==> src/hdl/stl_pkg.sv <==
// ----------------------------------------------------------------------------
// stl_pkg
// Shared types and constants of the script token lexer.
// ----------------------------------------------------------------------------
`default_nettype none
package stl_pkg;
   localparam int TokenCapacity = 256;
   localparam int PosWidth      = 16;
   localparam int LenWidth      = $clog2(TokenCapacity + 1);
   localparam logic [PosWidth-1:0] PosMax = '1;

   typedef enum logic [1:0] {
      KIND_BYTE  = 2'd0,
      KIND_TOKEN = 2'd1,
      KIND_ERROR = 2'd2,
      KIND_EOF   = 2'd3
   } kind_type;

   typedef enum logic [2:0] {
      ERR_BAD_CHAR  = 3'd0,
      ERR_STR_LINE  = 3'd1,
      ERR_BAD_ESC   = 3'd2,
      ERR_DOT       = 3'd3,
      ERR_DIGIT     = 3'd4,
      ERR_TOO_LONG  = 3'd5
   } err_type;

   localparam logic [5:0] TYPE_ID  = 6'd0;
   localparam logic [5:0] TYPE_NUM = 6'd1;
   localparam logic [5:0] TYPE_STR = 6'd2;
   localparam logic [5:0] TYPE_KW0 = 6'd26;

   // one source transaction
   typedef struct packed {
      logic [7:0] source_byte;
      logic       at_end;
   } src_item_type;

   // one result transaction
   typedef struct packed {
      logic [1:0]          kind;
      logic [7:0]          text_byte;
      logic [5:0]          token_type;
      logic [PosWidth-1:0] row;
      logic [PosWidth-1:0] col;
      logic [LenWidth-1:0] length;
      logic [2:0]          error_code;
      logic                last;
   } rsp_type;

   // keywords packed as right-aligned byte strings, with their lengths
   localparam int NumKw = 21;
   typedef logic [63:0] kw_word_type;
   localparam kw_word_type KwWord [NumKw] = '{
      64'("nil"), 64'("true"), 64'("false"), 64'("let"), 64'("const"),
      64'("if"), 64'("while"), 64'("for"), 64'("elif"), 64'("else"),
      64'("end"), 64'("do"), 64'("return"), 64'("defer"), 64'("fun"),
      64'("and"), 64'("or"), 64'("not"), 64'("break"), 64'("continue"),
      64'("in")};
   localparam logic [3:0] KwLen [NumKw] = '{
      4'd3, 4'd4, 4'd5, 4'd3, 4'd5, 4'd2, 4'd5, 4'd3, 4'd4, 4'd4, 4'd3,
      4'd2, 4'd6, 4'd5, 4'd3, 4'd3, 4'd2, 4'd3, 4'd5, 4'd8, 4'd2};

   function automatic logic [5:0] single_type(input logic [7:0] c);
      logic [5:0] t;
      case (c)
         8'h28: t = 6'd3;  8'h29: t = 6'd4;  8'h5B: t = 6'd5;
         8'h5D: t = 6'd6;  8'h2C: t = 6'd7;  8'h3B: t = 6'd8;
         8'h2B: t = 6'd9;  8'h2D: t = 6'd11; 8'h2A: t = 6'd13;
         8'h5E: t = 6'd15; 8'h25: t = 6'd16; 8'h3E: t = 6'd17;
         8'h3C: t = 6'd19; 8'h2F: t = 6'd21; 8'h3D: t = 6'd24;
         default: t = 6'd0;
      endcase
      return t;
   endfunction

   function automatic logic [5:0] double_type(input logic [7:0] f, input logic [7:0] c);
      logic [5:0] t;
      t = 6'd0;
      case (f)
         8'h2B: if (c == 8'h2B) t = 6'd10;
         8'h2D: if (c == 8'h2D) t = 6'd12;
         8'h2A: if (c == 8'h2A) t = 6'd14;
         8'h3E: if (c == 8'h3D) t = 6'd18;
         8'h3C: if (c == 8'h3D) t = 6'd20;
         8'h2F: begin
            if (c == 8'h3D) t = 6'd22;
            else if (c == 8'h2F) t = 6'd23;
         end
         8'h3D: if (c == 8'h3D) t = 6'd25;
         default: t = 6'd0;
      endcase
      return t;
   endfunction
endpackage
`default_nettype wire

==> src/hdl/stl_if.sv <==
// ----------------------------------------------------------------------------
// stl_if
// Valid/ready channel with a generic payload.
// ----------------------------------------------------------------------------
`default_nettype none
interface stl_if #(parameter type payload_type = logic) (input wire logic clock);
   logic        valid;
   logic        ready;
   payload_type payload;
   modport source (output valid, output payload, input ready);
   modport sink   (input valid, input payload, output ready);
endinterface
`default_nettype wire

==> src/hdl/script_token_lexer.sv <==
// ----------------------------------------------------------------------------
// script_token_lexer
// Streaming lexer: source bytes in; token text bytes, token ends, errors and EOF out.
// ----------------------------------------------------------------------------
// One source byte (or end marker) is taken per transaction, one per cycle
// when the result side keeps up. Each byte is lexed combinationally into up
// to three results that are held in a three-entry output buffer; the buffer
// drains one result per cycle when the result side is ready; a byte with two
// or three results holds the input until they drain. Results are registered.
// After an error or end of input the lexer ignores all input until reset.
`default_nettype none
module script_token_lexer
   import stl_pkg::*;
(
   input  wire logic clock,
   input  wire logic reset,
   stl_if.sink       req,
   stl_if.source     rsp
);
   typedef enum logic [3:0] {
      M_IDLE, M_COMMENT, M_ID, M_NUM, M_STR, M_STR_ESC, M_OP, M_HALT, M_DONE
   } mode_type;

   mode_type            mode_ff, mode_in;
   logic [7:0]          op_ff, op_in;
   logic [63:0]         win_ff, win_in;
   logic [LenWidth-1:0] cnt_ff, cnt_in;
   logic                dot_ff, dot_in;
   logic [PosWidth-1:0] row_ff, row_in, col_ff, col_in;
   logic [PosWidth-1:0] srow_ff, srow_in, scol_ff, scol_in;

   rsp_type    buf_ff [3];
   rsp_type    buf_in [3];
   logic [1:0] nbuf_ff, nbuf_in, head_ff, head_in;

   rsp_type    res [3];
   logic [1:0] nres;

   logic [7:0] c;
   logic       fin;
   logic       take;
   logic       pop;

   assign c   = req.payload.source_byte;
   assign fin = req.payload.at_end;

   // output buffer
   assign rsp.valid   = (nbuf_ff != 2'd0);
   assign rsp.payload = buf_ff[head_ff];
   assign pop         = rsp.valid && rsp.ready;
   assign req.ready   = (nbuf_ff == 2'd0) || (pop && nbuf_ff == 2'd1);
   assign take        = req.valid && req.ready;

   function automatic logic is_digit(input logic [7:0] x);
      return x >= 8'h30 && x <= 8'h39;
   endfunction
   function automatic logic is_alpha(input logic [7:0] x);
      return (x >= 8'h61 && x <= 8'h7A) || (x >= 8'h41 && x <= 8'h5A);
   endfunction

   // per-byte lexing
   always_comb begin
      logic [PosWidth-1:0] r, cl;
      logic [5:0]          t, kt;
      logic [7:0]          v;
      logic                ok, do_idle;
      mode_in = mode_ff; op_in = op_ff; win_in = win_ff; cnt_in = cnt_ff;
      dot_in = dot_ff; row_in = row_ff; col_in = col_ff;
      srow_in = srow_ff; scol_in = scol_ff;
      nres = 2'd0;
      for (int i = 0; i < 3; i++) res[i] = '0;
      r = row_ff; cl = col_ff; t = '0; kt = '0; v = '0; ok = 1'b0;
      do_idle = 1'b0;

      if (mode_ff != M_HALT && mode_ff != M_DONE) begin
         // position update
         if (!fin && c == 8'h0A) begin
            if (r != PosMax) r = r + 1'b1;
            cl = PosWidth'(1);
         end else if (cl != PosMax) cl = cl + 1'b1;
         row_in = r; col_in = cl;

         // keyword lookup
         for (int k = NumKw - 1; k >= 0; k--)
            if (cnt_ff == LenWidth'(KwLen[k]) && win_ff == KwWord[k])
               kt = TYPE_KW0 + 6'(k);

         case (mode_ff)
            M_COMMENT: begin
               if (fin) do_idle = 1'b1;
               else if (c == 8'h0A) mode_in = M_IDLE;
            end
            M_ID: begin
               if (!fin && (is_alpha(c) || is_digit(c) || c == 8'h5F)) ok = 1'b1;
               else begin
                  t = kt; do_idle = 1'b1;
                  res[0].kind = KIND_TOKEN; res[0].token_type = t;
                  res[0].row = srow_ff; res[0].col = scol_ff; res[0].length = cnt_ff;
                  nres = 2'd1; mode_in = M_IDLE;
               end
            end
            M_NUM: begin
               if (!fin && c == 8'h2E) begin
                  if (dot_ff) begin
                     res[0].kind = KIND_ERROR; res[0].error_code = ERR_DOT;
                     res[0].row = r; res[0].col = cl; nres = 2'd1; mode_in = M_HALT;
                  end else begin dot_in = 1'b1; ok = 1'b1; end
               end else if (!fin && is_digit(c)) ok = 1'b1;
               else if (!fin && is_alpha(c)) begin
                  res[0].kind = KIND_ERROR; res[0].error_code = ERR_DIGIT;
                  res[0].row = r; res[0].col = cl; nres = 2'd1; mode_in = M_HALT;
               end else begin
                  res[0].kind = KIND_TOKEN; res[0].token_type = TYPE_NUM;
                  res[0].row = srow_ff; res[0].col = scol_ff; res[0].length = cnt_ff;
                  nres = 2'd1; mode_in = M_IDLE; do_idle = 1'b1;
               end
            end
            M_STR: begin
               if (fin || c == 8'h0A) begin
                  res[0].kind = KIND_ERROR; res[0].error_code = ERR_STR_LINE;
                  res[0].row = r; res[0].col = cl; nres = 2'd1; mode_in = M_HALT;
               end else if (c == 8'h5C) mode_in = M_STR_ESC;
               else if (c == 8'h22) begin
                  res[0].kind = KIND_TOKEN; res[0].token_type = TYPE_STR;
                  res[0].row = srow_ff; res[0].col = scol_ff; res[0].length = cnt_ff;
                  nres = 2'd1; mode_in = M_IDLE;
               end else ok = 1'b1;
            end
            M_STR_ESC: begin
               if (fin || c == 8'h0A) begin
                  res[0].kind = KIND_ERROR; res[0].error_code = ERR_STR_LINE;
                  res[0].row = r; res[0].col = cl; nres = 2'd1; mode_in = M_HALT;
               end else begin
                  ok = 1'b1;
                  case (c)
                     8'h5C: v = 8'h5C; 8'h30: v = 8'd0; 8'h61: v = 8'd7;
                     8'h62: v = 8'd8;  8'h65: v = 8'd27; 8'h66: v = 8'd12;
                     8'h6E: v = 8'd10; 8'h72: v = 8'd13; 8'h74: v = 8'd9;
                     8'h76: v = 8'd11; 8'h22: v = 8'h22;
                     default: ok = 1'b0;
                  endcase
                  if (!ok) begin
                     res[0].kind = KIND_ERROR; res[0].error_code = ERR_BAD_ESC;
                     res[0].row = r; res[0].col = cl; nres = 2'd1; mode_in = M_HALT;
                  end else mode_in = M_STR;
               end
            end
            M_OP: begin
               t = fin ? 6'd0 : double_type(op_ff, c);
               if (t != 6'd0) ok = 1'b1;
               else begin
                  res[0].kind = KIND_TOKEN; res[0].token_type = single_type(op_ff);
                  res[0].row = srow_ff; res[0].col = scol_ff; res[0].length = cnt_ff;
                  nres = 2'd1; mode_in = M_IDLE; do_idle = 1'b1;
               end
            end
            default: do_idle = 1'b1;
         endcase

         // append in a continuing token
         if (ok) begin
            if (mode_ff == M_STR_ESC && c != 8'h5C) ; else v = c;
            if (cnt_ff >= LenWidth'(TokenCapacity)) begin
               res[0] = '0;
               res[0].kind = KIND_ERROR; res[0].error_code = ERR_TOO_LONG;
               res[0].row = r; res[0].col = cl; mode_in = M_HALT;
               nres = 2'd1;
            end else begin
               res[0].kind = KIND_BYTE; res[0].text_byte = v; nres = 2'd1;
               if (cnt_ff < LenWidth'(8)) win_in = {win_ff[55:0], v};
               cnt_in = cnt_ff + 1'b1;
               if (mode_ff == M_OP) begin
                  res[1].kind = KIND_TOKEN; res[1].token_type = t;
                  res[1].row = srow_ff; res[1].col = scol_ff;
                  res[1].length = cnt_ff + 1'b1; nres = 2'd2; mode_in = M_IDLE;
               end
            end
         end

         // idle handling of the byte, after any finished token
         if (do_idle) begin
            mode_in = M_IDLE;
            if (fin) begin
               res[nres].kind = KIND_EOF; res[nres].row = r; res[nres].col = cl;
               nres = nres + 1'b1; mode_in = M_DONE;
            end else if (c == 8'h22) begin
               cnt_in = '0; win_in = '0; dot_in = 1'b0; srow_in = r; scol_in = cl;
               mode_in = M_STR;
            end else if (c == 8'h23) mode_in = M_COMMENT;
            else if (c == 8'h20 || (c >= 8'd9 && c <= 8'd13)) ;
            else if (single_type(c) != 6'd0 || is_alpha(c) || c == 8'h5F || is_digit(c)) begin
               // new token; its first byte always fits
               srow_in = r; scol_in = cl; dot_in = 1'b0;
               cnt_in = LenWidth'(1); win_in = {56'd0, c};
               res[nres].kind = KIND_BYTE; res[nres].text_byte = c;
               nres = nres + 1'b1;
               if (is_alpha(c) || c == 8'h5F) mode_in = M_ID;
               else if (is_digit(c)) mode_in = M_NUM;
               else if (c == 8'h2B || c == 8'h2D || c == 8'h2A || c == 8'h3E ||
                        c == 8'h3C || c == 8'h2F || c == 8'h3D) begin
                  op_in = c; mode_in = M_OP;
               end else begin
                  res[nres].kind = KIND_TOKEN; res[nres].token_type = single_type(c);
                  res[nres].row = r; res[nres].col = cl;
                  res[nres].length = LenWidth'(1); nres = nres + 1'b1;
               end
            end else begin
               res[nres].kind = KIND_ERROR; res[nres].error_code = ERR_BAD_CHAR;
               res[nres].row = r; res[nres].col = cl; nres = nres + 1'b1;
               mode_in = M_HALT;
            end
         end
         if (nres != 2'd0) res[nres - 1'b1].last = 1'b1;
      end
   end

   // buffer update
   always_comb begin
      buf_in = buf_ff; nbuf_in = nbuf_ff; head_in = head_ff;
      if (pop) begin
         nbuf_in = nbuf_ff - 1'b1; head_in = head_ff + 1'b1;
      end
      if (take) begin
         buf_in  = res; nbuf_in = nres; head_in = 2'd0;
      end
   end

   always_ff @(posedge clock) begin
      buf_ff <= buf_in;
      if (reset) begin
         mode_ff <= M_IDLE; op_ff <= '0; win_ff <= '0; cnt_ff <= '0;
         dot_ff <= 1'b0; row_ff <= PosWidth'(1); col_ff <= '0;
         srow_ff <= '0; scol_ff <= '0; nbuf_ff <= '0; head_ff <= '0;
      end else begin
         nbuf_ff <= nbuf_in; head_ff <= head_in;
         if (take) begin
            mode_ff <= mode_in; op_ff <= op_in; win_ff <= win_in; cnt_ff <= cnt_in;
            dot_ff <= dot_in; row_ff <= row_in; col_ff <= col_in;
            srow_ff <= srow_in; scol_ff <= scol_in;
         end
      end
   end
endmodule
`default_nettype wire

==> src/flat_wrapper.sv <==
// flat-port wrapper written by rule: the top's interface ports become plain ports
module script_token_lexer_flat import stl_pkg::*;
  (clock, reset, req_valid, req_payload, req_ready, rsp_valid, rsp_payload, rsp_ready);
  stl_if #(.payload_type(src_item_type)) req_i (.clock(clock));
  stl_if #(.payload_type(rsp_type)) rsp_i (.clock(clock));
  input  wire logic clock;
  input  wire logic reset;
  input wire logic [$bits(req_i.valid)-1:0] req_valid;
  input wire logic [$bits(req_i.payload)-1:0] req_payload;
  output wire logic [$bits(req_i.ready)-1:0] req_ready;
  output wire logic [$bits(rsp_i.valid)-1:0] rsp_valid;
  output wire logic [$bits(rsp_i.payload)-1:0] rsp_payload;
  input wire logic [$bits(rsp_i.ready)-1:0] rsp_ready;
  assign req_i.valid = req_valid;
  assign req_i.payload = req_payload;
  assign req_ready = req_i.ready;
  assign rsp_valid = rsp_i.valid;
  assign rsp_payload = rsp_i.payload;
  assign rsp_i.ready = rsp_ready;
  script_token_lexer u_core (.clock(clock), .reset(reset), .req(req_i), .rsp(rsp_i));
endmodule
==> config.mk <==
export PLATFORM = sky130hd
export DESIGN_NAME = script_token_lexer_flat
export DESIGN_NICKNAME = d
export VERILOG_FILES = /design/src/hdl/stl_pkg.sv /design/src/hdl/stl_if.sv /design/src/hdl/script_token_lexer.sv /design/src/flat_wrapper.sv
export SDC_FILE = /design/constraint.sdc
export NUM_CORES = 1
export LEC_CHECK = 0
export BUFFER_PORTS_ARGS = -buffer_cell sky130_fd_sc_hd__buf_4
export CAP_MARGIN = 10
export CORE_MARGIN = 2
export CORE_UTILIZATION = 40
export CTS_CLUSTER_DIAMETER = 200
export CTS_CLUSTER_SIZE = 25
export DETAILED_ROUTE_END_ITERATION = 8
export HOLD_SLACK_MARGIN = 0.05
export PLACE_DENSITY = 0.64
export SETUP_SLACK_MARGIN = 0.1
export SLEW_MARGIN = 20
export SYNTH_ARGS = -nofsm -noshare
export SYNTH_HDL_FRONTEND = slang
export SYNTH_SLANG_ARGS = --single-unit
==> constraint.sdc <==
create_clock -name clock -period 5.12 [get_ports clock]
set_input_delay 0.512 -clock clock [delete_from_list [all_inputs] [get_ports clock]]
set_output_delay 0.512 -clock clock [all_outputs]
set_load 0.01 [all_outputs]
==> summary.md <==
| Metric | Value |
|---|---|
| Total number of vias | 16900 |
| Crit path launch type | input port |
| Highest Clock Rate | 214 MHz |
| Max stage delay cell, worst path | o32ai_1 |
| Top cells by area, synth | edfxtp_1 27%, dfxtp_1 16%, nand2_1 5.2% |
| Clock insertion delay at the later pin of the skew report | 0.55 ns |
| Antenna diode count | 0 |
| Flip-flop and latch count after synthesis | 321 |
| Number of enable flip-flop cells after synthesis | 167 |
| Final setup viols | 0 |
| Cell type contributing the most total cell area after synthesis | edfxtp_1 |
| Max_slew headroom | 0.294 |
| Maximum clock path buffer count | 3 |
| Overflow left after global routing | 0 |
| Average wire per cell in the routed design | 23.1 um |
| Total Power Consumption | 8.07 mW |
| Cells resized by post-CTS repair | 0 |
| Die X | 221 um |
| Fraction of registers with async set or reset after synthesis | 0 |
| Count of hold buffers inserted by post-cts repair | 0 |
| Overall routing resource usage | 0.249 |
| Post-DRT Antenna Nets | 0 |
| Worst EP required | 5.37 ns |
| Element type at the critical path end | register |
| Switching fraction of total power | 0.400 |
| Crit path buffers/inverters | 4 |
| Worst path depth | 17 |
| Min-Delay Startpoint | req_payload[8] |
| Sum Neg Setup Slack | 0 ns |
| DRC violation total after the first TritonRoute iteration | 1959 |
| HPWL after detailed placement | 44300 um |
| Post-route insts no fill | 2726 |
| Max-capacitance violation count | 0 |
| Fraction of the yosys area taken by sequential cells | 0.430 |
| Worst setup skew after layout | 0.0358 ns |
| Die Outline Area | 48900 um2 |
| Part of the total power dissipated in sequential elements | 0.420 |
| DR DRC count | 0 |
| Max-slew violations | 0 |
| Final Cycle Share | 0.913 |
| Placeable core region | 46600 um2 |
| Top cells by instance count after synthesis | 263 x nand2_1, 230 x nor2_1, 167 x edfxtp_1, 154 x dfxtp_1, 113 x a21oi_1 |
| Transition time at the pin with the least slew margin | 1.05 ns |
| Unrepaired setup endpoints after global routing | no |
| Initial antenna violation count | 1 |
| Comb pwr share | 0.389 |
| Effective utilization at floorplan | 0.405 |
| Total number of clock tree sinks | 321 |
| Arr. time, crit path | 4.93 ns |
| Placed cell count | 2698 |
| Classification of the worst-slack hold path | in -> reg |
| Cell-internal power | 4.84 mW |
| Post-layout net count | 2136 |
| Io pins | 76 |
| Combined area of all synthesized cells | 18800 um2 |
| Critical register-to-register path endpoint | u_core.buf_ff[136]$_SDFFCE_PN0P_ |
| Site row count | 79 |
| Largest net degree at the start of global routing | 157 |
| Number of buffers created by CTS | 16 |
| Clock tree root driver cell | clkbuf_16 |
| Top Family by Delay on Critical Path | compound AO/OA/AOI/OAI gates |
| Depth of the most critical reg-to-reg path | 14 |
| Most used flip-flop cell after synthesis | edfxtp_1 |
| Wire length of the first global-routing pass | 96600 um |
| Shortest clock period the worst path allows after layout | 4.68 ns |
| Critical Path Max Stage Delay | 0.60 ns |
| Number of global-route vias before repair | 15900 |
| Number of cells on the worst hold path | 2 |
| Count of input and output buffers | 75 |
| Synthesis-to-finish area growth | 8.56% |
| Result of the run | finished clean |
| Total number of yosys warnings | 0 |
| Share of total power in the clock network | 0.190 |
| Gate Count Post-Synth | 2119 |
| Clock tree from TritonCTS | yes |
| Most used standard cell by instance count after synthesis | nand2_1 |
| Flop-to-flop setup slack | 0.46 ns |
| PD cells | 394 nW/um2 |
| Wire length after detailed routing | 62800 um |
| Static Leakage | 6.95 nW |
| Number of search-and-repair iterations in the first detailed-routing pass | 7 |
| Cells traversed along the worst timing path | buf_4 -> buf_4 -> nand2_1 -> o32ai_1 -> a21oi_2 -> o31ai_1 -> nor3_4 -> a211o_1 -> o21ai_2 -> inv_1 -> ha_1 -> nor3b_1 -> a21boi_2 -> buf_4 -> a21o_1 -> a22oi_1 -> o2bb2ai_1 |
| Final weighted congestion in routability-driven placement | 0.985 |
| Largest voltage drop on the vdd net | 311 uV |
| Endpoint with the worst hold slack | u_core.win_ff[7]$_SDFFE_PP0P_ |
| Critical-path maximum fanout | 20 |
| Die boundary height | 221 um |
| Worst Setup SP | req_payload[3] |
| Yosys cell types | 101 |
| Setup Buffers After CTS | 0 |
| Number of H-tree levels | 1 |
| Post-synth top area share | 0.266 |
| Clock slew seen by the registers of the worst setup and hold paths | 0.12 ns |
| Most frequent CP cell | buf_4 |
| Startpoint of the lowest-slack register-to-register path | u_core.op_ff[1]$_SDFFE_PP0P_ |
| Kind of critical path | in -> reg |
| Final Hold Violating Endpoints | 0 |
| Vias per Instance | 6.21 |
| Net Sw Power | 3.23 mW |
| Share of layout cells above drive strength 1 | 0.102 |
| Average cell area after synthesis | 8.89 um2 |
[logic make-up (layout without fill, tap and decap cells)]
family / count (synthesis) / after routing / share of synthesized area
AND/OR/NAND/NOR: 878 / 878 / 0.237
AO/OA/AOI/OAI: 589 / 589 / 0.217
flip-flops: 321 / 321 / 0.430
buffers and inverters: 190 / 189 / 0.0434
multiplexers: 75 / 75 / 0.0402
XOR/XNOR: 51 / 51 / 0.0237
adder cells (fa/ha/maj): 14 / 14 / 0.00930
other: 1 / 2 / 0.000199
[flip-flops by register name, indices dropped and copies added, names as in the netlist]
| register | cells |
|---|---|
| u_core.srow_ff | 16 |
| u_core.buf_ff | 167 |
| u_core.op_ff | 8 |
| u_core.cnt_ff | 9 |
| u_core.scol_ff | 16 |
| u_core.win_ff | 64 |
| u_core.dot_ff | 1 |
| u_core.col_ff | 16 |
| u_core.head_ff | 2 |
| u_core.nbuf_ff | 2 |
| u_core.row_ff | 16 |
| u_core.mode_ff | 4 |
[per-layer routing]
layer / GRT usage / wire length (um) / vias up
met3: 0.0433 / 5130 / 116
met1: 0.349 / 27400 / 8207
met5: 0 / 13 / -
met2: 0.388 / 28300 / 752
li1: - / - / 7859
met4: 0.0810 / 1960 / 2
[layout by cell type (no fill, tap or decap), types with 33 or more instances in the layout]
master	Yosys	final
dfxtp_1	154	152
mux2i_1	70	70
nand2_1	263	263
nand4_1	33	33
a211oi_1	33	33
a22o_1	63	63
edfxtp_1	167	167
o22ai_1	37	37
a21oi_1	113	113
a22oi_1	37	37
o21ai_0	111	111
buf_4	2	132
nand3_1	50	49
nor2_1	230	228
and3_1	49	49
[worst max path at each step]
stage / to
after detailed placement: u_core.buf_ff[136]$_SDFFCE_PN0P_
final: u_core.buf_ff[136]$_SDFFCE_PN0P_
after CTS: u_core.buf_ff[136]$_SDFFCE_PN0P_
after floorplan: u_core.buf_ff[137]$_SDFFCE_PN0P_
after global placement: u_core.buf_ff[156]$_SDFFCE_PN0P_
after global routing: u_core.buf_ff[157]$_SDFFCE_PN0P_
[per-stage QoR]
stage	hold slack [ns]	area, um2	setup WS (ns)	utilization
floorplan	0.449	18900	0.372	-
global placement	0.466	20000	0.144	0.429
detailed placement	0.471	20000	0.0139	0.429
CTS	0.317	20500	0.536	0.439
global route	0.337	20500	0.140	0.439
finish	0.330	20500	0.445	0.439
[power groups by stage]
stage	registers, mW	logic (mW)	clock network [mW]
final	3.39	3.14	1.54
after global routing	3.43	3.36	1.64
after CTS	3.39	3.10	1.56
after detailed placement	3.45	3.09	0
after global placement	3.44	3.06	0
after floorplan	3.39	1.92	0
[final cells by class]
cell class / instances / area (um2)
fill: 4526 / 26100
sequential: 321 / 8100
timing repair buffer: 133 / 1010
clock buffer: 27 / 463
clock inverter: 1 / 30.0
multi-input combinational: 1609 / 9980
inverter: 28 / 109
tap: 607 / 759
(Power assumes the default switching activity.)
